===== config.mk =====
export PLATFORM = sky130hd
export DESIGN_NAME = lkc_sel
export DESIGN_NICKNAME = d
export VERILOG_FILES = /design/src/sv/lkc_sel.sv
export SDC_FILE = /design/constraint.sdc
export NUM_CORES = 1
export LEC_CHECK = 0
export BUFFER_PORTS_ARGS = -buffer_cell sky130_fd_sc_hd__clkbuf_2
export CAP_MARGIN = 30
export CORE_AREA = 3 3 458 460
export CTS_BUF_LIST = sky130_fd_sc_hd__clkbuf_4
export DETAILED_ROUTE_END_ITERATION = 8
export DIE_AREA = 0 0 461 463
export GPL_ROUTABILITY_DRIVEN = 0
export SETUP_SLACK_MARGIN = 0.2
export SYNTH_ARGS = -nofsm -noshare
export SYNTH_HDL_FRONTEND = slang
export SYNTH_SLANG_ARGS = --single-unit

===== constraint.sdc =====
create_clock -name clk -period 5.87 [get_ports clk]
set_clock_uncertainty 0.2 [all_clocks]
set_input_delay 0.2935 -clock clk [delete_from_list [all_inputs] [get_ports clk]]
set_output_delay 0.2935 -clock clk [all_outputs]
set_load 0.03 [all_outputs]

===== src/sv/lkc_sel.sv =====
// registered scan selector: walks the cells one per cycle and keeps the best
module lkc_sel #(
  parameter int N  = 128,
  parameter int IW = 7,
  parameter int RW = 7
) (
  input  logic          clk,
  input  logic          rst_n,
  input  logic          start,
  input  logic          mode_old,  // 1: oldest valid, 0: lowest-rank match
  input  logic [N-1:0]  match,
  input  logic [N-1:0]  valid,
  input  logic [RW-1:0] ranks [N],
  output logic          done,
  output logic          found,
  output logic [IW-1:0] idx,
  output logic [RW-1:0] best_rank
);
  logic          busy_r, busy_nxt;
  logic [IW-1:0] ptr_r, ptr_nxt;
  logic          found_r, found_nxt;
  logic [IW-1:0] idx_r, idx_nxt;
  logic [RW-1:0] best_r, best_nxt;
  logic          cand, better;

  assign cand   = mode_old ? valid[ptr_r] : match[ptr_r];
  assign better = !found_r || (mode_old ? (ranks[ptr_r] > best_r)
                                        : (ranks[ptr_r] < best_r));
  assign done      = busy_r && (ptr_r == IW'(N - 1));
  assign found     = found_nxt;
  assign idx       = idx_nxt;
  assign best_rank = best_nxt;

  always_comb begin
    busy_nxt  = busy_r;
    ptr_nxt   = ptr_r;
    found_nxt = found_r;
    idx_nxt   = idx_r;
    best_nxt  = best_r;
    if (start) begin
      busy_nxt  = 1'b1;
      ptr_nxt   = '0;
      found_nxt = 1'b0;
      idx_nxt   = '0;
      best_nxt  = '0;
    end else if (busy_r) begin
      if (cand && better) begin
        found_nxt = 1'b1;
        idx_nxt   = ptr_r;
        best_nxt  = ranks[ptr_r];
      end
      if (done) busy_nxt = 1'b0;
      else ptr_nxt = ptr_r + 1'b1;
    end
  end

  always_ff @(posedge clk) begin
    if (!rst_n) begin
      busy_r  <= 1'b0;
      found_r <= 1'b0;
    end else begin
      busy_r  <= busy_nxt;
      found_r <= found_nxt;
    end
    ptr_r  <= ptr_nxt;
    idx_r  <= idx_nxt;
    best_r <= best_nxt;
  end
endmodule


==> impl_metrics.toml <==
[cts]
numClockSinks = 23
cts-root-buf = "clkbuf_4"
clock_latency_ns = 0.35
holdBufCountCts = 0
cts_buffers = 3
path_clk_slew_ns = 0.14
cts_htree_levels = 1
cts_max_path_buffers = 2
cts_tree = "done"

[floorplan]
die_h_um = 463
pin_count = 1172
start_util_pct = 5.09
core-area_um2 = 206000
std_cell_rows = 167
die-area_um2 = 213000
dieWidth_um = 461

[placement]
hpwl_um = 132000
port_buffers = 1171
post-place-ws_ns = -0.139

[detailed_routing]
wl_per_cell_um = 30.7
vias_per_cell = 3.26
vias = 15735
top_layer_used = "met5"
route.met2.wl_um = 71100
wirelength_um = 148000
drc = 0
wl_met1_um = 54600
ant_nets = 0
wl_met3_um = 15300
drt-initial-drc-count = 1319
drtPass1Iterations = 5

[setup_path]
critPathRequiredTime_ns = 5.38
r2r_start = "ptr_r[1]"
crit_type = "reg -> out"
worst_ep_arrival_time_ns = 5.05
cp_max_fo = 26
end_kind = "output pin"
rrSetupSlack_ns = 0.97
start_kind = "flip-flop"
startpoint = "ptr_r[1]"

[layout]
drive_gt1_share_pct = 86.4
final_cell_mix = "1160 x clkbuf_2, 305 x mux4_2, 127 x buf_4"
nets = 3202
final_common_cell = "clkbuf_2"
area_delta_synth_final_pct = 111

[run_status]
status = "complete, no violations"

[run]
cap_violations = 0

[yosys]
ys.flop_type = "dfxtp_1"
postSynthNetCount = 1945
syn_inst = 781
syn_area_per_cell_um2 = 13.5
synthesis.area_um2 = 10500
synth_async_sr_flop_share_pct = 0
yosysWarnings = 0
synth_seq_area_share_pct = 4.38
synth_cell_types = 68
ys_seq_elements = 23
synth_edf_count = 0

[sta]
setup_viol = 0
holdWs_ns = 0.0213
finalHoldViolations = 0
worst_slack_ns = 0.330
slew_headroom_pct = 49.7
tightest_slew_ns = 0.750
fin_crit_sh_pct = 94.4
slew_violations = 0
fmax_mhz = 181
grt_setup_unrepaired = "false"
period_minus_slack_ns = 5.54

[grt]
grtUsageTotal_pct = 12.8
grt_max_degree = 52
grt-ovfl-total = 0
antenna_found_initial = 165
grt_pass1_wl_um = 175000
grt_pass1_vias = 16233

[min_path]
min_from = "rst_n"
worstHoldPathType = "in -> reg"

[pwr]
powerDensity_nw_per_um2 = 100
p_leak_nw = 8.91
peakVddDrop_mv = 0.0619
-- flip-flops by register name (all words and copies together) (netlist names) --
name,flops
best_r,7
found_r,1
idx_r,7
ptr_r,7
busy_r,1
-- what timing repair did --
| action | 4_1_cts | 5_1_grt |
|---|---|---|
| pin swaps | 5 | 16 |
| endpoints found under the setup margin | 15 | 14 |
| gates cloned | 5 | 6 |
| gates resized for setup | 57 | 103 |
| buffers inserted | 14 | 35 |
-- metal layers --
layer / vias up / GRT usage, %
li1: 6240 / -
met1: 7707 / 14.3
met2: 1422 / 22.2
met3: 304 / 4.60
met4: 62 / 4.58
met5: - / 0.679
-- cells by family after synthesis --
family,count (synthesis),share of synthesized area [%]
XOR/XNOR,4,0.333
flip-flops,23,4.38
AND/OR/NAND/NOR,92,4.30
AO/OA/AOI/OAI,168,11.9
multiplexers,367,71.9
buffers and inverters,119,6.29
adder cells (fa/ha/maj),8,0.952
-- report_power, final --
part           switching [W]   total, W  internal (W)
sequential        0.00000730   0.000168      0.000161
combinational       0.000909    0.00197       0.00106
clock              0.0000609  0.0000877     0.0000268
total               0.000978    0.00223       0.00125
-- synthesized netlist by cell type (all sizes together), types with 2 or more instances --
cell type / number / area [um^2]
a211o: 3 / 26.3
a211oi: 13 / 97.6
a21oi: 24 / 120
a221oi: 5 / 43.8
a22o: 3 / 26.3
a22oi: 21 / 158
a2bb2oi: 2 / 17.5
a31o: 3 / 26.3
a31oi: 6 / 37.5
a32oi: 2 / 17.5
and2: 3 / 18.8
and3: 3 / 18.8
buf: 72 / 485
clkbuf: 34 / 128
dfxtp: 23 / 460
ha: 8 / 100
inv: 12 / 45.0
mux2i: 57 / 571
mux4: 309 / 6970
nand2: 26 / 97.6
nand2b: 2 / 12.5
nand3: 9 / 45.0
nand3b: 2 / 15.0
nand4: 3 / 18.8
nor2: 23 / 86.3
nor2b: 10 / 62.6
o2111ai: 6 / 52.6
o211a: 2 / 20.0
o211ai: 10 / 75.1
o21ai: 16 / 95.1
o221a: 2 / 22.5
o221ai: 22 / 193
o22ai: 10 / 76.3
o31a: 2 / 17.5
o31ai: 7 / 52.6
or2: 2 / 12.5
or3: 3 / 18.8
xnor2: 2 / 17.5
xor2: 2 / 17.5
-- worst paths after layout --
kind                                      to  cells after the start
worst max-delay path            best_rank[1]                     17
worst min-delay path                  busy_r                      2
worst max register to register       found_r                     16
worst min register to register      idx_r[6]                      2
-- metrics by stage --
step | utilization (%) | power [W] | instances | area, um^2 | TNS (ns)
after global routing | 10.7 | 0.00236 | 4790 | 22100 | 0
after CTS | 10.2 | 0.00214 | 4700 | 21000 | 0
after detailed placement | 9.88 | 0.00194 | 4677 | 20400 | -0.793
after global placement | 9.86 | 0.00192 | 4672 | 20300 | -4.15
final | 10.7 | 0.00223 | 4830 | 22200 | 0
after floorplan | - | 0.00100 | 781 | 10500 | 0
-- critical path: stages (launching register included) --
cell and delay (ns):
dfxtp_4 0.51, buf_12 0.24, buf_16 0.21, buf_4 0.17, mux4_2 0.30, mux4_2 0.68
a2111oi_4 0.42, a311oi_2 0.13, ha_1 0.34, nand4_1 0.14, a21oi_2 0.06, o31a_1 0.30
o211ai_1 0.23, buf_4 0.20, o22ai_4 0.12, o31ai_2 0.29, buf_4 0.17, buf_12 0.11
-- area by class of cell --
| type | instances | area [um^2] |
|---|---|---|
| fill | 23721 | 184000 |
| multi-input combinational | 639 | 9950 |
| timing repair buffer | 1358 | 8060 |
| tap | 2704 | 3380 |
| sequential | 23 | 482 |
| antenna | 89 | 223 |
| inverter | 13 | 51.3 |
| clock buffer | 3 | 22.5 |
| clock inverter | 1 | 6.26 |
No activity file was read; power rests on OpenSTA's default activity.
