==> config.mk <==
export PLATFORM = sky130hd
export DESIGN_NAME = lkc_cell
export DESIGN_NICKNAME = d
export VERILOG_FILES = /design/src/sv/lkc_pkg.sv /design/src/sv/lkc_cell.sv
export SDC_FILE = /design/constraint.sdc
export NUM_CORES = 1
export LEC_CHECK = 0
export BUFFER_PORTS_ARGS = -buffer_cell sky130_fd_sc_hd__buf_2
export CELL_PAD_IN_SITES_DETAIL_PLACEMENT = 1
export CELL_PAD_IN_SITES_GLOBAL_PLACEMENT = 2
export CORE_ASPECT_RATIO = 1.4
export CORE_MARGIN = 5
export CORE_UTILIZATION = 37
export CTS_CLUSTER_SIZE = 25
export DETAILED_ROUTE_END_ITERATION = 8
export PLACE_DENSITY_LB_ADDON = 0.05
export SYNTH_ARGS = -nofsm -noshare
export SYNTH_HDL_FRONTEND = slang
export SYNTH_SLANG_ARGS = --single-unit
==> constraint.sdc <==
create_clock -name clk -period 5.18 [get_ports clk]
set_clock_uncertainty 0.05 [all_clocks]
set_input_delay 0.777 -clock clk [delete_from_list [all_inputs] [get_ports clk]]
set_output_delay 0.777 -clock clk [all_outputs]
set_load 0.01 [all_outputs]
==> src/sv/lkc_pkg.sv <==
package lkc_pkg;

  localparam logic CMD_LOOKUP = 1'b0;
  localparam logic CMD_INSERT = 1'b1;

  // per-cycle broadcast from the controller to the row of cells
  typedef struct packed {
    logic        promote;   // move matched entry to front
    logic        commit;    // insert new entry at front
  } cell_ctl_t;

endpackage

==> src/sv/lkc_cell.sv <==
// one slot of the cache: tag, valid and recency rank; age shifts are local
module lkc_cell #(
  parameter int RW = 7
) (
  input  logic              clk,
  input  logic              rst_n,
  input  lkc_pkg::cell_ctl_t ctl,
  input  logic [31:0]       key,
  input  logic [RW-1:0]     ref_rank,
  input  logic              sel,
  output logic              match,
  output logic              valid,
  output logic [RW-1:0]     rank
);
  logic          valid_r, valid_nxt;
  logic [31:0]   tag_r;
  logic [RW-1:0] rank_r, rank_nxt;

  assign match = valid_r && (tag_r == key);
  assign valid = valid_r;
  assign rank  = rank_r;

  always_comb begin
    valid_nxt = valid_r;
    rank_nxt  = rank_r;
    if (ctl.promote) begin
      if (sel) rank_nxt = '0;
      else if (valid_r && rank_r < ref_rank) rank_nxt = rank_r + 1'b1;
    end else if (ctl.commit) begin
      if (sel) begin
        valid_nxt = 1'b1;
        rank_nxt  = '0;
      end else if (valid_r) begin
        rank_nxt = rank_r + 1'b1;
      end
    end
  end

  always_ff @(posedge clk) begin
    if (!rst_n) begin
      valid_r <= 1'b0;
    end else begin
      valid_r <= valid_nxt;
    end
    rank_r <= rank_nxt;
    if (ctl.commit && sel) tag_r <= key;
  end
endmodule

==> results.ini, run 1 <==
[yosys]
synthTopCellsByArea = edfxtp_1, xor2_1, ha_1, nor4_1, xnor2_1
synth_area_sq_um = 1840
synth_async_sr_flop_share_pct = 0
ys_seq_area_share_pct = 64.6
syn_inst = 129
avgSynthCellArea_sq_um = 14.3
synth_edf_count = 39
synth_cell_types = 26
synth_top_area_share_pct = 63.5
syn_nets = 180
synth_ff_type = edfxtp_1
yosysWarnings = 0
synth_area_leader_cell = edfxtp_1
ys_ff_latch = 40

[floorplanning]
core_area_sq_um = 4840
start_util_pct = 38.1
io_pins = 53
fp.dieW_um = 69.7
design.die.area_sq_um = 6520
die_h_um = 93.5
num_rows = 30

[routing]
totalWireLength_um = 3670
drt_iter0_markers = 35
drt_pass1_iterations = 3
viasPerCell = 4.70
drc = 0
dr_total_vias = 1190
routedWlPerCell_um = 14.5
ant_nets = 0

[critical_path]
timing.rr.start = rank[4]
cp.required_ps = 4350
cp.arrival_ps = 1870
start_kind = primary input
critical_path_class = in -> out
path_max_fanout = 2
crit_start = key[19]
worstSetupEndpointType = output port

[clocking]
cts_max_level = 2
root_buffer = clkbuf_8
cts_tree = done
clock_latency_ps = 280
cts.repair.resized = 0
clkTransAtPathRegs_ps = 80
cts_inserted_buffers = 5
holdBufCountCts = 0
postCtsSetupBuffers = 0
clock-sinks = 40
cts_buffer_depth = 2

[global_route]
grt_max_degree = 30
first_global_vias = 1372
grt_pass1_wl_um = 6100
grt_use_total_pct = 11.9
grt_overflow = 0
antenna_found_initial = 0

[sta]
period_share_pct = 52.1
maxSlewHeadroom_pct = 49.6
hold_viol = 0
worst_pin_slew_ps = 753
setup_viol = 0
report.final.slew_viol_count = 0
setup_tns_ps = 0
rsz0062_at_grt = false
max_freq_mhz = 371
period_needed_ps = 2700

[pwr]
power.total_uw = 730
p_per_area_nw_per_um2 = 318
power.static_leakage_uw = 0.000937
ir_drop_v = 0.000206

[run_status]
status = complete, no violations

[finish]
final_area_sq_um = 2300
nets = 239
fillers = 526
post-route-util_pct = 47.5
area_growth_pct = 24.6
seqCellArea_sq_um = 1190
multi_input_area_sq_um = 622
antenna_cells = 0
fin_cells = 253
drive_gt1_share_pct = 32.8

[job]
drv_cap = 0

[worst_hold_path]
hp-class = reg -> reg
hold_start = valid

[placement]
hpwl_um = 3020
postPlaceCellArea_sq_um = 2190
gp_congestion = 0.771
io_buffer_count = 52
place_inst = 245

[synth_stat cells, types with 2 or more instances]
library cell,n
nand2_1,2
xnor2_1,4
xor2_1,33
inv_1,7
nand3_1,4
nor4_1,7
edfxtp_1,39
a21oi_1,2
nor2b_1,2
nor2_1,7
ha_1,7
[state kept, by name (all words and copies together) (netlist names)]
register,flops
rank,7
valid,1
tag_r,32
[cell type report]
| class | count | area share (%) |
|---|---|---|
| Clock buffer | 5 | 2.99 |
| Clock inverter | 3 | 1.85 |
| Inverter | 7 | 1.14 |
| Multi-Input combinational cell | 81 | 27.1 |
| Sequential cell | 40 | 51.8 |
| Tap cell | 64 | 3.48 |
| Timing Repair Buffer | 53 | 11.6 |
[cell families after synthesis]
kind of cell | synth area share (%)
adder cells (fa/ha/maj) | 4.75
XOR/XNOR | 17.6
flip-flops | 64.6
buffers and inverters | 1.70
AO/OA/AOI/OAI | 2.78
AND/OR/NAND/NOR | 8.62
[routing by layer]
layer	GRT usage, %	share of wire (%)
met3	4.09	6.2
met2	22.3	54
met1	12.2	38
met4	3.83	1.1
met5	0	0
[path summary, 6_finish.rpt]
path,endpoint,slack [ps],depth (start not counted)
worst max-delay path,match,2480,6
worst min-delay path,valid,500,1
worst max register to register,rank[3],2910,5
worst min register to register,valid,500,1
[worst max-delay path, cell delays in order]
cell and delay, ps:
buf_2 110, xor2_1 150, nor4_1 340, nand4_1 160, nor3_2 180, buf_2 150
[metrics by stage]
step                worst slack, ps  hold slack, ps
floorplan                      2800             500
global placement               2460             458
detailed placement             2450             480
CTS                            2450             498
global route                   2390             526
finish                         2480             495
[placed cells by master, fill, tap and decap left out, drive strengths merged]
master and n:
a211oi 1, a21oi 2, a31oi 1, and2 1, and3 1, and4 1
buf 53, bufinv 1, clkbuf 5, clkinv 1, clkinvlp 1, dfxtp 1
edfxtp 39, ha 7, inv 7, nand2 2, nand2b 1, nand3 4
nand4 1, nor2 7, nor2b 2, nor3 2, nor4 7, o21a 1
o21ai 1, o221ai 1, o22ai 1, xnor2 4, xor2 33
[power breakdown]
part	total [uW]	internal [uW]	switching, uW
clock network	251	143	108
registers	396	382	14.0
logic	83.6	40.3	43.4
total	730	565	165
(Power assumes the default switching activity.)
==> inputs of run 2 (changes only) <==
--- a/config.mk
+++ b/config.mk
@@ -5,12 +5,13 @@
 export SDC_FILE = /design/constraint.sdc
 export NUM_CORES = 1
 export LEC_CHECK = 0
+export ABC_AREA = 1
 export BUFFER_PORTS_ARGS = -buffer_cell sky130_fd_sc_hd__buf_2
 export CELL_PAD_IN_SITES_DETAIL_PLACEMENT = 1
 export CELL_PAD_IN_SITES_GLOBAL_PLACEMENT = 2
 export CORE_ASPECT_RATIO = 1.4
 export CORE_MARGIN = 5
-export CORE_UTILIZATION = 37
+export CORE_UTILIZATION = 31
 export CTS_CLUSTER_SIZE = 25
 export DETAILED_ROUTE_END_ITERATION = 8
 export PLACE_DENSITY_LB_ADDON = 0.05
==> constraint.sdc (replaced) <==
create_clock -name clk -period 2.6 [get_ports clk]
set_clock_uncertainty 0.05 [all_clocks]
set_input_delay 0.39 -clock clk [delete_from_list [all_inputs] [get_ports clk]]
set_output_delay 0.39 -clock clk [all_outputs]
set_load 0.01 [all_outputs]
==> run 2 against run 1 <==
Compared with the run above: combinational power increased to 2.5 times the previous value; largest power group unchanged; wire length up 30%; critical endpoint is now rank[3]; via count grew 40%; final cell count grew 58%; global-route usage increased by 0.064 points; sequential cell count stayed put; final area increased by 14%; clock power up 100%; utilization shrank 7.8 points; sequential share of layout area decreased by 6.4 points; first-iteration DRC count rose to 2.5 times the previous value.
==> results.ini, run 2 <==
[yosys]
synth_area_leader_cell = edfxtp_1
syn_nets = 298  ; +66%
avgSynthCellArea_sq_um = 8.57  ; -40%
syn_inst = 247  ; +91%
yosysMostFrequentCell = nand2_1
yosysWarnings = 0  ; unchanged
ys_seq_area_share_pct = 56.3  ; -8.3 points
synth_area_sq_um = 2120  ; +15%
synth_cell_types = 16  ; -38%
synth_common_cells = nand2_1, inv_1, edfxtp_1
synth_ff_type = edfxtp_1
synth_edf_count = 39  ; unchanged
synth_top_area_share_pct = 55.4  ; -8.1 points
synth_async_sr_flop_share_pct = 0  ; unchanged
synthTopCellsByArea = edfxtp_1, nand2_1, inv_1, nor2_1, ha_1
ys_ff_latch = 40  ; unchanged

[routing]
ant_nets = 0  ; unchanged
dr_total_vias = 1670  ; +40%
viasPerCell = 4.18  ; -11%
drc = 0  ; unchanged
drt_iter0_markers = 89  ; +150%
routedWlPerCell_um = 12.0  ; -18%
totalWireLength_um = 4790  ; +30%
drt_pass1_iterations = 4  ; +1

[finish]
largest_register = tag_r
nets = 358  ; +50%
area_growth_pct = 24.0
post-route-util_pct = 39.7  ; -7.8 points
antenna_cells = 0  ; unchanged
mostFrequentLayoutCell = nand2_1
largest_reg_flops = 32  ; unchanged
layout_common_cells = nand2_1, inv_1, buf_2, edfxtp_1, nor2_1
drive_gt1_share_pct = 20.1  ; -13 points

[run_status]
status = complete, no violations

[critical_path]
crit_cells = 8  ; +2
crit_start = rank[5]
critical_path_class = reg -> reg
r2r_cells = 8  ; +3
start_kind = flop
crit_path_cell_trace = ha_1 > nand2_1 > inv_1 > a21oi_1 > nand3_1 > nand2_1 > nand2_1 > nor2_1
cp_common_cell = nand2_1
cp.arrival_ps = 2030  ; +160 ps
slowest_stage = edfxtp_1
crit_buf_inv = 1  ; -1
timing.rr.start = rank[5]
endpoint = rank[3]
path_max_fanout = 7  ; +5
cp.required_ps = 2480  ; -1870 ps
worstSetupEndpointType = flop
r2r_slack_ps = 450  ; -2460 ps
crit_family = simple AND/OR/NAND/NOR gates
r2r-end = rank[3]
critPathMaxStageDelay_ps = 460  ; +120 ps

[clocking]
cts_tree = done
clkTransAtPathRegs_ps = 80  ; about the same
postCtsSetupBuffers = 0  ; unchanged
cts_max_level = 2  ; unchanged
root_buffer = clkbuf_8
cts.repair.resized = 0  ; unchanged
cts_buffer_depth = 2  ; unchanged
clock-sinks = 40  ; unchanged
clock_latency_ps = 300  ; +20 ps
holdBufCountCts = 0  ; unchanged
cts_inserted_buffers = 5  ; unchanged

[sta]
worst_pin_slew_ps = 587  ; -166 ps
rsz0062_at_grt = false
report.final.slew_viol_count = 0  ; unchanged
period_needed_ps = 2150
hold_viol = 0  ; unchanged
period_share_pct = 82.7
maxSlewHeadroom_pct = 60.8  ; +11 points
max_freq_mhz = 465
setup_viol = 0  ; unchanged
setup_tns_ps = 0  ; unchanged

[global_route]
grt_overflow = 0  ; unchanged
grt_use_total_pct = 11.9  ; +0.064 points
use_met2_pct = 21.3  ; -0.97 points
gr-usage-met3_pct = 3.43  ; -0.65 points
busiest_layer = met2
first_global_vias = 1750  ; +28%
antenna_found_initial = 0  ; unchanged
grt_util_met1_pct = 13.1  ; +0.83 points
grt_max_degree = 24  ; -20%
grt_pass1_wl_um = 7790  ; +28%

[job]
drv_cap = 0  ; unchanged

[pwr]
power.static_leakage_uw = 0.00133  ; +42%
ir_drop_v = 0.000205  ; -0.78%
p_per_area_nw_per_um2 = 578  ; +82%

[floorplanning]
start_util_pct = 32.0  ; -6.1 points
core_area_sq_um = 6610  ; +37%
io_pins = 53  ; unchanged
design.die.area_sq_um = 8600  ; +32%
num_rows = 35  ; +17%
die_h_um = 108  ; +15%
fp.dieW_um = 79.8  ; +15%

[worst_hold_path]
hp-class = in -> reg

[placement]
io_buffer_count = 52  ; unchanged
hpwl_um = 3930  ; +30%
gp_congestion = 0.734  ; -4.7%

==> run 2: layout make-up <==
cell class / count / area, sq um
timing repair buffer: 53 / 280
clock inverter: 3 / 42.5
inverter: 59 / 221
clock buffer: 5 / 68.8
multi-input combinational: 148 / 703
tap: 92 / 115
fill: 809 / 3990
sequential: 40 / 1190
==> run 2: cell families after synthesis <==
group	after synthesis	synth area share, %
buffers and inverters	59	10.5
AOI/OAI and AO/OA	18	4.49
xor gates and xnor gates	8	3.31
adders and majority gates	7	4.14
DFF	40	56.3
and+or+nand+nor	115	21.3
==> run 2: stage by stage <==
step	setup WS, ps	power (uW)	hold WS [ps]	area, sq um	instances
6_report	449	1510	231	2620	400
5_1_grt	259	1620	210	2620	400
4_1_cts	415	1550	216	2620	400
3_5_place_dp	347	1030	491	2510	392
3_3_place_gp	457	1020	489	2510	392
2_1_floorplan	701	925	439	2120	247
==> run 2: where the power goes <==
group	internal, uW	switching [uW]	leakage [uW]	total (uW)
clock network	284	226	0.0000541	510
registers	763	30.0	0.000379	793
logic	89.6	121	0.000893	211
==> run 2: worst reg2reg max path: stages, from the launching register on <==
cell and delay (ps):
edfxtp_1 460, ha_1 300, nand2_1 80, inv_1 40
a21oi_1 200, nand3_1 110, nand2_1 70, nand2_1 40
nor2_1 450
==> run 2: worst min-delay path by stage <==
| stage | from | depth (start not counted) | end |
|---|---|---|---|
| 2_1_floorplan | key[0] | 0 | tag_r[0] |
| 3_3_place_gp | valid | 2 | valid |
| 3_5_place_dp | valid | 2 | valid |
| 4_1_cts | key[13] | 1 | tag_r[13] |
| 5_1_grt | key[13] | 1 | tag_r[13] |
| 6_report | key[13] | 1 | tag_r[13] |
==> run 2: metal layers <==
| metal | share of wire (%) | vias to the layer above | wire, um |
|---|---|---|---|
| met5 | 0 | - | 0 |
| met4 | 1.8 | 0 | 84 |
| met3 | 5.3 | 6 | 254 |
| met2 | 51 | 34 | 2460 |
| met1 | 41 | 752 | 1980 |
| li1 | - | 878 | - |
==> inputs of run 3 (changes only) <==
--- a/config.mk
+++ b/config.mk
@@ -5,13 +5,13 @@
 export SDC_FILE = /design/constraint.sdc
 export NUM_CORES = 1
 export LEC_CHECK = 0
-export ABC_AREA = 1
+export ABC_AREA = 0
 export BUFFER_PORTS_ARGS = -buffer_cell sky130_fd_sc_hd__buf_2
 export CELL_PAD_IN_SITES_DETAIL_PLACEMENT = 1
 export CELL_PAD_IN_SITES_GLOBAL_PLACEMENT = 2
 export CORE_ASPECT_RATIO = 1.4
 export CORE_MARGIN = 5
-export CORE_UTILIZATION = 31
+export CORE_UTILIZATION = 34
 export CTS_CLUSTER_SIZE = 25
 export DETAILED_ROUTE_END_ITERATION = 8
 export PLACE_DENSITY_LB_ADDON = 0.05
==> constraint.sdc (replaced) <==
create_clock -name clk -period 2 [get_ports clk]
set_clock_uncertainty 0.05 [all_clocks]
set_input_delay 0.3 -clock clk [delete_from_list [all_inputs] [get_ports clk]]
set_output_delay 0.3 -clock clk [all_outputs]
set_load 0.01 [all_outputs]
==> run 3 against run 2 <==
Compared with the run above: clock power up 27%; sequential share of layout area grew 4.4 points; wire length decreased by 17%; sequential power up 29%.
==> results.ini, run 3 (synthesized netlist as in run 1, its figures left out) <==
[placement]
gp_congestion = 0.753  ; +2.6%
hpwl_um = 3240  ; -18%
place_inst = 254  ; -35%
dp_slack_ps = 77.9  ; -269 ps
io_buffer_count = 52  ; unchanged

[pwr]
ir_drop_v = 0.000362  ; +77%
p_per_area_nw_per_um2 = 805  ; +39%
power.static_leakage_uw = 0.000980  ; -26%

[clocking]
clock_latency_ps = 280  ; -20 ps
clkTransAtPathRegs_ps = 80  ; about the same
clock-sinks = 40  ; unchanged
cts_max_level = 2  ; unchanged
holdBufCountCts = 0  ; unchanged
root_buffer = clkbuf_8
cts_inserted_buffers = 5  ; unchanged
cts_buffer_depth = 2  ; unchanged
cts_tree = done

[critical_path]
cp.required_ps = 1650  ; -830 ps
worstSetupEndpointType = output port
critical_path_class = reg -> out
crit_path_cell_trace = xor2_1 > nor4_2 > nand3_1 > nor3_2 > buf_2
cp.arrival_ps = 1600  ; -430 ps
path_max_fanout = 1  ; -6
slowest_stage = edfxtp_1
critPathMaxStageDelay_ps = 380  ; -80 ps
start_kind = flop

[sta]
period_share_pct = 97.6
max_freq_mhz = 512
layout_setup_ws_ps = 48.3  ; -400 ps
setup_viol = 0  ; unchanged
report.final.slew_viol_count = 0  ; unchanged
rsz0062_at_grt = true
worst_pin_slew_ps = 283  ; -304 ps
period_needed_ps = 1950
hold_viol = 0  ; unchanged
maxSlewHeadroom_pct = 81.0  ; +20 points

[finish]
fin_cells = 263  ; -34%
area_growth_pct = 29.5
seqCellArea_sq_um = 1190  ; unchanged
layout_common_cells = buf_2, edfxtp_1, xor2_1, buf_4
drive_gt1_share_pct = 37.6  ; +17 points
fillers = 562  ; -31%
largest_reg_flops = 32  ; unchanged
multi_input_area_sq_um = 653  ; -7.1%
antenna_cells = 0  ; unchanged
post-route-util_pct = 45.6  ; +6.0 points
largest_register = tag_r
nets = 247  ; -31%
mostFrequentLayoutCell = buf_2

[floorplanning]
start_util_pct = 35.2  ; +3.2 points
io_pins = 53  ; unchanged
fp.dieW_um = 72.2  ; -9.5%
design.die.area_sq_um = 7020  ; -18%
core_area_sq_um = 5240  ; -21%
num_rows = 31  ; -11%
die_h_um = 97.1  ; -9.8%

[routing]
totalWireLength_um = 3980  ; -17%
ant_nets = 0  ; unchanged
dr_total_vias = 1225  ; -27%
drt_iter0_markers = 14  ; -84%
viasPerCell = 4.66  ; +12%
drt_pass1_iterations = 4  ; unchanged
routedWlPerCell_um = 15.1  ; +27%
drc = 0  ; unchanged

[global_route]
grt_max_degree = 21  ; -13%
antenna_found_initial = 0  ; unchanged
grt_pass1_wl_um = 6520  ; -16%
first_global_vias = 1394  ; -20%
grt_overflow = 0  ; unchanged
grt_use_total_pct = 12.1  ; +0.20 points

[worst_hold_path]
hp-class = in -> reg

[job]
drv_cap = 0  ; unchanged

[run_status]
status = complete, no violations

-- run 3: cell type report --
cell class,count,share of cell area (%)
clock buffers,6,3.04
repair buffers,61,13.7
multi-input cells,81,27.3
well taps,66,3.46
clock inverters,2,1.47
inverters,7,1.10
flip-flops and latches,40,49.9
-- run 3: final timing paths --
path | startpoint | endpoint | slack, ps | cells after the start
worst min-delay path | key[17] | tag_r[17] | 160 | 1
worst min register to register | valid | valid | 480 | 1
worst max-delay path | tag_r[2] | match | 50 | 5
worst max register to register | rank[4] | rank[6] | 130 | 6
-- run 3: per-stage QoR --
| stage | TNS (ps) | instance area, sq um | hold slack, ps | total power [uW] |
|---|---|---|---|---|
| after floorplan | 0 | 1850 | 349 | 1160 |
| final | 0 | 2390 | 157 | 1920 |
| after CTS | -10.3 | 2370 | 147 | 1950 |
| after global placement | 0 | 2250 | 454 | 1270 |
| after detailed placement | 0 | 2250 | 455 | 1290 |
| after global routing | -75.0 | 2390 | 141 | 2010 |
-- run 3: what timing repair did --
item / CTS / global route
pin swaps: 4 / 3
setup endpoints to repair: 1 / 8
setup buffers: 0 / 1
gates resized for setup: 2 / 2
endpoints found under the hold margin: 0 / 0
-- run 3: critical path: cells and delay by family, from the launching register on --
family	cells	cell delay (ps)
simple gates	3	620
flops	1	380
buf+inv	1	150
xor+xnor	1	160
-- run 3: report_power, final --
part / internal [uW] / switching (uW)
registers: 989 / 27.9
clock network: 370 / 279
logic: 125 / 132
total: 1480 / 439
-- run 3: routing by layer --
metal  vias to the layer above  share of wire (%)  wire length, um  global-route usage (%)
met5                         -                  0                0                       0
met4                         0                2.4               95                    5.64
met3                         8                4.3              173                    3.31
met2                        30                 56             2210                    21.7
met1                       587                 38             1500                    12.7
li1                        600                  -                -                       -
